--- src/sv/lstra_pkg.sv ---
// shared types and constants for the lazy segment tree range add / range sum core
package lstra_pkg;

  localparam int unsigned MaxLeavesDef = 1024;
  localparam int unsigned CfgW         = 11;
  localparam logic [CfgW-1:0] LeafCountRst = 11'd1024;

  typedef enum logic {
    REQ_ADD = 1'b0,
    REQ_SUM = 1'b1
  } req_type_e;

  typedef struct packed {
    logic               req_type;
    logic [9:0]         lo;
    logic [9:0]         hi;
    logic signed [31:0] delta;
    logic               bad;
  } req_t;

  typedef enum logic [3:0] {
    ST_CLR,
    ST_IDLE,
    ST_ENTER,
    ST_COV,
    ST_PD1,
    ST_PD2,
    ST_PD3,
    ST_DL,
    ST_DR,
    ST_FIN,
    ST_CMB1,
    ST_CMB2,
    ST_RET,
    ST_DONE
  } st_e;

endpackage

--- src/sv/lstra_front.sv ---
// request intake: range check and two-entry request queue
module lstra_front #(
  parameter int unsigned CW = 11
) (
  input  logic                 clk_i,
  input  logic                 rst_ni,
  input  logic                 in_valid_i,
  output logic                 in_stall_o,
  input  logic                 req_type_i,
  input  logic [9:0]           lo_i,
  input  logic [9:0]           hi_i,
  input  logic signed [31:0]   delta_i,
  input  logic [CW-1:0]        n_i,
  output logic                 q_valid_o,
  input  logic                 q_pop_i,
  output lstra_pkg::req_t      q_data_o
);
  import lstra_pkg::*;

  req_t       fifo_q [2];
  logic       wr_ptr_q, rd_ptr_q;
  logic [1:0] cnt_q;
  logic       push, pop, bad;

  assign in_stall_o = (cnt_q == 2'd2);
  assign push       = in_valid_i && !in_stall_o;
  assign pop        = q_pop_i && (cnt_q != 2'd0);
  assign bad        = (lo_i > hi_i) || (CW'(hi_i) >= n_i);
  assign q_valid_o  = (cnt_q != 2'd0);
  assign q_data_o   = fifo_q[rd_ptr_q];

  always_ff @(posedge clk_i or negedge rst_ni) begin
    if (!rst_ni) begin
      wr_ptr_q <= 1'b0;
      rd_ptr_q <= 1'b0;
      cnt_q    <= 2'd0;
    end else begin
      if (push) wr_ptr_q <= ~wr_ptr_q;
      if (pop) rd_ptr_q <= ~rd_ptr_q;
      if (push && !pop) cnt_q <= cnt_q + 2'd1;
      else if (pop && !push) cnt_q <= cnt_q - 2'd1;
    end
  end

  always_ff @(posedge clk_i) begin
    if (push) begin
      fifo_q[wr_ptr_q] <= '{req_type: req_type_i, lo: lo_i, hi: hi_i,
                            delta: delta_i, bad: bad};
    end
  end

endmodule

--- config.mk ---
export PLATFORM = sky130hd
export DESIGN_NAME = lstra_front
export DESIGN_NICKNAME = d
export VERILOG_FILES = /design/src/sv/lstra_pkg.sv /design/src/sv/lstra_front.sv
export SDC_FILE = /design/constraint.sdc
export NUM_CORES = 1
export LEC_CHECK = 0
export BUFFER_PORTS_ARGS = -buffer_cell sky130_fd_sc_hd__buf_2
export CELL_PAD_IN_SITES_DETAIL_PLACEMENT = 1
export CELL_PAD_IN_SITES_GLOBAL_PLACEMENT = 2
export CORE_ASPECT_RATIO = 0.6
export CORE_MARGIN = 2
export CORE_UTILIZATION = 35
export CTS_BUF_LIST = sky130_fd_sc_hd__clkbuf_2
export DETAILED_ROUTE_END_ITERATION = 12
export PLACE_DENSITY_LB_ADDON = 0.1
export SYNTH_ARGS = -nofsm -noshare
export SYNTH_HDL_FRONTEND = slang
export SYNTH_SLANG_ARGS = --single-unit
export TNS_END_PERCENT = 100
--- constraint.sdc ---
create_clock -name clk_i -period 4.83 [get_ports clk_i]
set_clock_uncertainty 0.05 [all_clocks]
set_input_delay 0.966 -clock clk_i [delete_from_list [all_inputs] [get_ports clk_i]]
set_output_delay 0.966 -clock clk_i [all_outputs]
set_load 0.005 [all_outputs]
# Word level (Yosys, flattened, before mapping)
# Memory sizes are Yosys's and may differ from the RTL's.
# Cells that the tools add are included.
# word_totals
in_bits	68
ramBits	108
register_bits	4
rom_bits	0
memories	1
latchBits	0
# classes
shifts	0
mux	4
n_eq_ne	1
n_reduce_logical	10
n_addsub	2
n_div	0
mul	0
bitwise	2
magnitude_cmp	2
# memory_table
name	depth	width	rd	rd_clocked_by_memory_dff	wr	line_no	text
fifo_q	2	54	1	0	1	lstra_front.sv:20	req_t fifo_q [2];
# ops
op	n
10-bit by 11-bit greater-or-equal comparator with 1-bit output	1
10-bit > comparator	1
1-bit logical AND	4
2-bit two-way mux	2
2-bit nonzero test	2
1-bit logical NOT	3
2-bit by 1-bit adder with 2-bit output, second input constant	1
2-bit equality test, second input constant	1
1-bit two-way mux	2
1-bit NOT	2
2-bit by 1-bit subtractor with 2-bit output, second input constant	1
1-bit logical OR	1

# Depth between registers and ports, before layout
# Gate-level depths: netlist (run 1).
# logic_depth
word_depth	7
depth_mapped	7
ltp_nobuf	7

# Worst setup path after synthesis (run 1)
# Ideal clock, no wire load.
# synth_path
path_type	input -> register
from	in in_valid_i
to	mem fifo_q[0][0] (netlist name) (enable)
cell_stages	2
arrival_ps	3318
setup_ps	466
slack_ps	996
required_ps	4314
cell_sequence	nand2_1 > nor2_1
# synth_between
elab_chain_cells	3
# synth_lines
item	line_no	text
start, declared	lstra_front.sv:7	input logic in_valid_i,
1-bit logical AND	lstra_front.sv:26	assign push = in_valid_i && !in_stall_o;
1-bit two-way mux	lstra_front.sv:46	if (push) begin
1-bit two-way mux (not written as such)	lstra_front.sv:47	fifo_q[wr_ptr_q] <= '{req_type: req_type_i, lo: lo_i, hi: hi_i,
end, declared	lstra_front.sv:20	
# Every way passes these cells.

==> impl_metrics.ini, run 1 <==
[run_status]
status = complete, no violations

[clock_network]
cts_setup_buffers = 0
cts.sink_count = 112
ctsHoldBuffers = 1
cts_buffers = 9
clock_latency_ns = 0.60
cts_tree = done
path_clk_slew_ns = 0.32
cts_resized = 0
cts_buffer_depth = 2
cts_htree_levels = 3
clock-root-buffer = clkbuf_2

[synthesis]
synthTopCellsByCount = edfxtp_1, mux2_2, inv_1, ha_1, nand2_1
avgSynthCellArea_um2 = 17.8
ys_ff_latch = 112
yosysUniqueCellTypes = 29
synth_fp_nets = 348
async_flop_share = 0.0357
synthCells = 259
yosysMostFrequentCell = edfxtp_1
yosysSeqAreaShare = 0.726
yosysTopAreaCellShare = 0.704
yosysTopAreaCell = edfxtp_1
yosys_warnings = 0
synth_edf_count = 108
synth_area_um2 = 4610
ys_top_cells_by_area = edfxtp_1, mux2_2, ha_1
synth_top_flop_cell = edfxtp_1

[detailed_routing]
wl_um = 9720
drtAntennaViolNets = 0
vias = 2545
drt_iter0_markers = 99
first_pass_iters = 4
drc = 0
vias_per_cell = 4.49
routedWlPerCell_um = 17.1

[global_route]
grt_pass1_vias = 2614
grt_pass1_wl_um = 14900
antenna_found_initial = 2
grt_start_max_net_pins = 40
grt_use_total = 0.142
grt-ovfl-total = 0

[floorplan]
die_w_um = 152
row_count = 32
ios = 124
initial_core_util = 0.358
core_area_um2 = 12900
die_height_um = 92.9
dieArea_um2 = 14100

[critical_path]
path_class = flop to output pin
r2r_slack_ns = 2.59
crit_fanout = 33
critPathLaunch = rd_ptr_q
critPathBufInv = 2
end_kind = output pin
r2r_end = fifo_q[0][20]
max_stage_delay_ns = 0.98
start_kind = flop
path_delay_family = flip-flops
path_cells = buf_4, mux2_2, buf_2
cp.arrival_ns = 2.58
cp.required_ns = 3.81
crit_slowest_cell = dfrtp_2
ff2ff_path_depth = 4
reg2reg_from = cnt_q[0]

[placement]
portBuffers = 123
place_ws_ns = 1.90
dp_hpwl_um = 7060
gp_congestion = 0.730

[power]
switching_share = 0.317
pwr-share-clk = 0.154
power.density_nw_per_um2 = 483
ir_worst_vdd_uv = 144
p_comb_frac = 0.308
p_seq_frac = 0.538
leakage_nw = 2.22
intPower_mw = 1.83
p_sw_mw = 0.850

[timing]
hold_viol = 0
finalSetupTns_ns = 0
fmax_mhz = 278
setup_viol = 0
slew_violations = 0
tightest_slew_ns = 0.959
min_period_ns = 3.59
finalCritPeriodShare = 0.744
max_slew_margin = 0.361
rsz0062_at_grt = no
fin_ws_ns = 1.24

[run]
drv_cap = 0

[cells_and_area]
syn_to_final_growth_pct = 20.5
final_util = 0.432
fin_nets = 480
drive_gt1_frac = 0.497

[min_path]
min_to = fifo_q[1][12]
whs_path_depth = 1
min_from = delta_i[11]
worst_hold_path_type = primary input to flop
-- per-stage QoR --
| stage | area (um2) | power [mW] | cells | hold slack [ns] |
|---|---|---|---|---|
| global placement | 5420 | 2.31 | 549 | 0.441 |
| finish | 5550 | 2.68 | 567 | 0.469 |
| CTS | 5550 | 2.74 | 566 | 0.386 |
| floorplan | 4610 | 1.95 | 259 | 0.406 |
| detailed placement | 5420 | 2.32 | 549 | 0.459 |
| global route | 5550 | 2.86 | 566 | 0.351 |
-- layout by cell type, fill, tap and decap left out, types with 2 or more instances in the layout --
master / synthesis / routed
mux2_1: 6 / 6
buf_2: 1 / 123
nand2b_1: 2 / 2
edfxtp_1: 108 / 108
nand4_1: 2 / 2
mux2_2: 48 / 48
nand2_1: 7 / 7
ha_1: 21 / 21
buf_4: 5 / 3
inv_1: 24 / 24
dfrtp_1: 4 / 3
xnor2_1: 3 / 3
inv_6: 0 / 3
o21ai_0: 3 / 3
a21oi_1: 6 / 6
xor2_1: 2 / 2
clkbuf_2: 0 / 9
nor2_1: 4 / 3
-- area by class of cell --
type / count / area, um2
antenna: 1 / 2.50
clock buffer: 9 / 45.0
clock inverter: 7 / 70.1
fill: 1325 / 7300
inverter: 24 / 90.1
multi-input combinational: 117 / 1140
sequential: 112 / 3340
tap: 170 / 213
timing repair buffer: 127 / 648
-- cell families (layout without fill, tap and decap cells) --
group / after synthesis / after routing / synth area share
fa+ha+maj: 21 / 21 / 0.0570
buf+inv: 30 / 167 / 0.0288
compound gates: 16 / 16 / 0.0239
flops: 112 / 112 / 0.726
xor+xnor: 5 / 5 / 0.00951
mux: 54 / 54 / 0.132
other cells: 0 / 1 / 0
simple gates: 21 / 21 / 0.0228
-- flip-flops by register name, summed over array words and instances, names as in the netlist --
signal    count
cnt_q         2
fifo_q      108
rd_ptr_q      1
wr_ptr_q      1
-- how the worst max path moves through the flow --
stage	end	slack, ns	cells after the start
floorplan	fifo_q[0][0]	1.0	2
global placement	q_data_o[16]	1.90	3
detailed placement	q_data_o[53]	1.90	3
CTS	q_data_o[53]	1.12	3
global route	q_data_o[15]	0.99	3
finish	q_data_o[35]	1.24	3
-- power groups by stage --
stage               registers [mW]  clock network (mW)  logic, mW
floorplan                     1.40                   0      0.545
global placement              1.47                   0      0.836
detailed placement            1.48                   0      0.844
CTS                           1.45               0.434      0.853
global route                  1.48               0.466      0.915
finish                        1.45               0.413      0.826
-- per-layer routing --
| layer | track usage | routed length [um] | up-vias |
|---|---|---|---|
| li1 | - | - | 1236 |
| met1 | 0.202 | 4890 | 1218 |
| met2 | 0.200 | 4070 | 77 |
| met3 | 0.0547 | 645 | 12 |
| met4 | 0.0421 | 102 | 2 |
| met5 | 0 | 10 | - |
Power figures use the tool's default switching activity.
==> inputs of run 2 (changes only) <==
- CORE_UTILIZATION: 35 -> 34
- clock period: 4.83 -> 3.1 ns (I/O delays scaled with it)
==> impl_metrics.ini, run 2 (synthesis results as in run 1) <==
[global_route]
grt_pass1_vias = 2746
grt_pass1_wl_um = 14800
grt-ovfl-total = 0
grt_start_max_net_pins = 55
antenna_found_initial = 1
grt_use_total = 0.139

[cells_and_area]
final_cell_mix = buf_2, edfxtp_1, mux2_2
fin_cells = 568
drive_gt1_frac = 0.499
fin_nets = 481
reg_top3 = fifo_q: 108 flops, cnt_q: 2 flops
largest_register_ffs = 108
layout_commonest_cell = buf_2
largest_register = fifo_q
syn_to_final_growth_pct = 21.1

[floorplan]
ios = 124
row_count = 32
initial_core_util = 0.354
dieArea_um2 = 14500
core_area_um2 = 13000
die_height_um = 94.2
die_w_um = 154

[timing]
tightest_slew_ns = 0.422
hold_viol = 0
min_period_ns = 2.62
max_slew_margin = 0.718
finalSetupTns_ns = 0
finalCritPeriodShare = 0.844
fin_ws_ns = 0.483
fmax_mhz = 382
slew_violations = 0
setup_viol = 0
rsz0062_at_grt = no

[min_path]
worst_hold_path_type = primary input to flop

[power]
ir_worst_vdd_uv = 327
leakage_nw = 2.23
p_total_mw = 4.19
power.density_nw_per_um2 = 751

[placement]
portBuffers = 123
place_ws_ns = 0.767
gp_congestion = 0.681
dp_hpwl_um = 6610
dpl.cell_count = 550

[clock_network]
clock-root-buffer = clkbuf_2
cts_buffers = 9
cts_setup_buffers = 0
cts_buffer_depth = 2
cts_tree = done
cts_htree_levels = 3
ctsHoldBuffers = 1
cts_resized = 0
path_clk_slew_ns = 0.31
cts.sink_count = 112
clock_latency_ns = 0.59

[run]
drv_cap = 0

[detailed_routing]
first_pass_iters = 4
routedWlPerCell_um = 16.9
vias_per_cell = 4.56
drt_iter0_markers = 111
wl_um = 9590
drc = 0
drtAntennaViolNets = 0
vias = 2589

[critical_path]
critPathBufInv = 2
start_kind = flop
path_delay_family = buffers and inverters
crit_fanout = 29
end_kind = output pin
path_class = flop to output pin
cp.required_ns = 2.43
path_cells = buf_4, mux2_2, buf_2
cp.arrival_ns = 1.95
crit_slowest_cell = dfrtp_2
max_stage_delay_ns = 0.43

[run_status]
status = complete, no violations
==> run 2: through the flow <==
step	utilization	cell area (um2)	hold slack, ns
2_1_floorplan	-	4610	0.274
3_3_place_gp	0.419	5460	0.384
3_5_place_dp	0.419	5460	0.387
4_1_cts	0.428	5580	0.0448
5_1_grt	0.428	5580	0.0204
6_report	0.429	5580	0.134
==> run 2: per-layer routing <==
layer  vias to the layer above  GRT usage  routed length [um]
met5                         -          0                  15
met4                         2     0.0394                  77
met3                        12     0.0503                 649
met2                        76      0.208                4230
met1                      1261      0.190                4620
li1                       1238          -                   -
==> run 2: final timing paths <==
check,from,endpoint,slack (ns),cells past startpoint
min in group asynchronous,rst_ni,wr_ptr_q,0.25,2
worst max register to register,cnt_q[0],cnt_q[1],1.48,7
worst min-delay path,delta_i[2],fifo_q[0][3],0.13,1
worst max-delay path,rd_ptr_q,q_data_o[29],0.48,3
max in group asynchronous,rst_ni,rd_ptr_q,2.62,2
worst min register to register,cnt_q[1],cnt_q[1],0.46,1
==> run 2: area by class of cell <==
type	instances	area [um2]
multi-input combinational	117	1140
timing repair buffer	128	681
sequential	112	3340
inverter	24	90.1
clock buffer	9	45.0
antenna	1	2.50
tap	170	213
fill	1329	7430
clock inverter	7	63.8
==> run 2: power by group <==
| part | leakage (nW) | internal (mW) | switching, mW | total (mW) |
|---|---|---|---|---|
| clock | 0.0660 | 0.123 | 0.503 | 0.627 |
| sequential | 1.05 | 2.06 | 0.0808 | 2.15 |
| combinational | 1.11 | 0.688 | 0.730 | 1.42 |
| total | 2.23 | 2.88 | 1.31 | 4.19 |
==> run 2: worst reg2reg max path, delay by kind of cell, from the launching register on <==
kind	cells	cell delay (ns)
xor gates and xnor gates	2	0.29
DFF	1	0.49
buffers and inverters	1	0.07
adders and majority gates	1	0.20
and+or+nand+nor	3	0.48
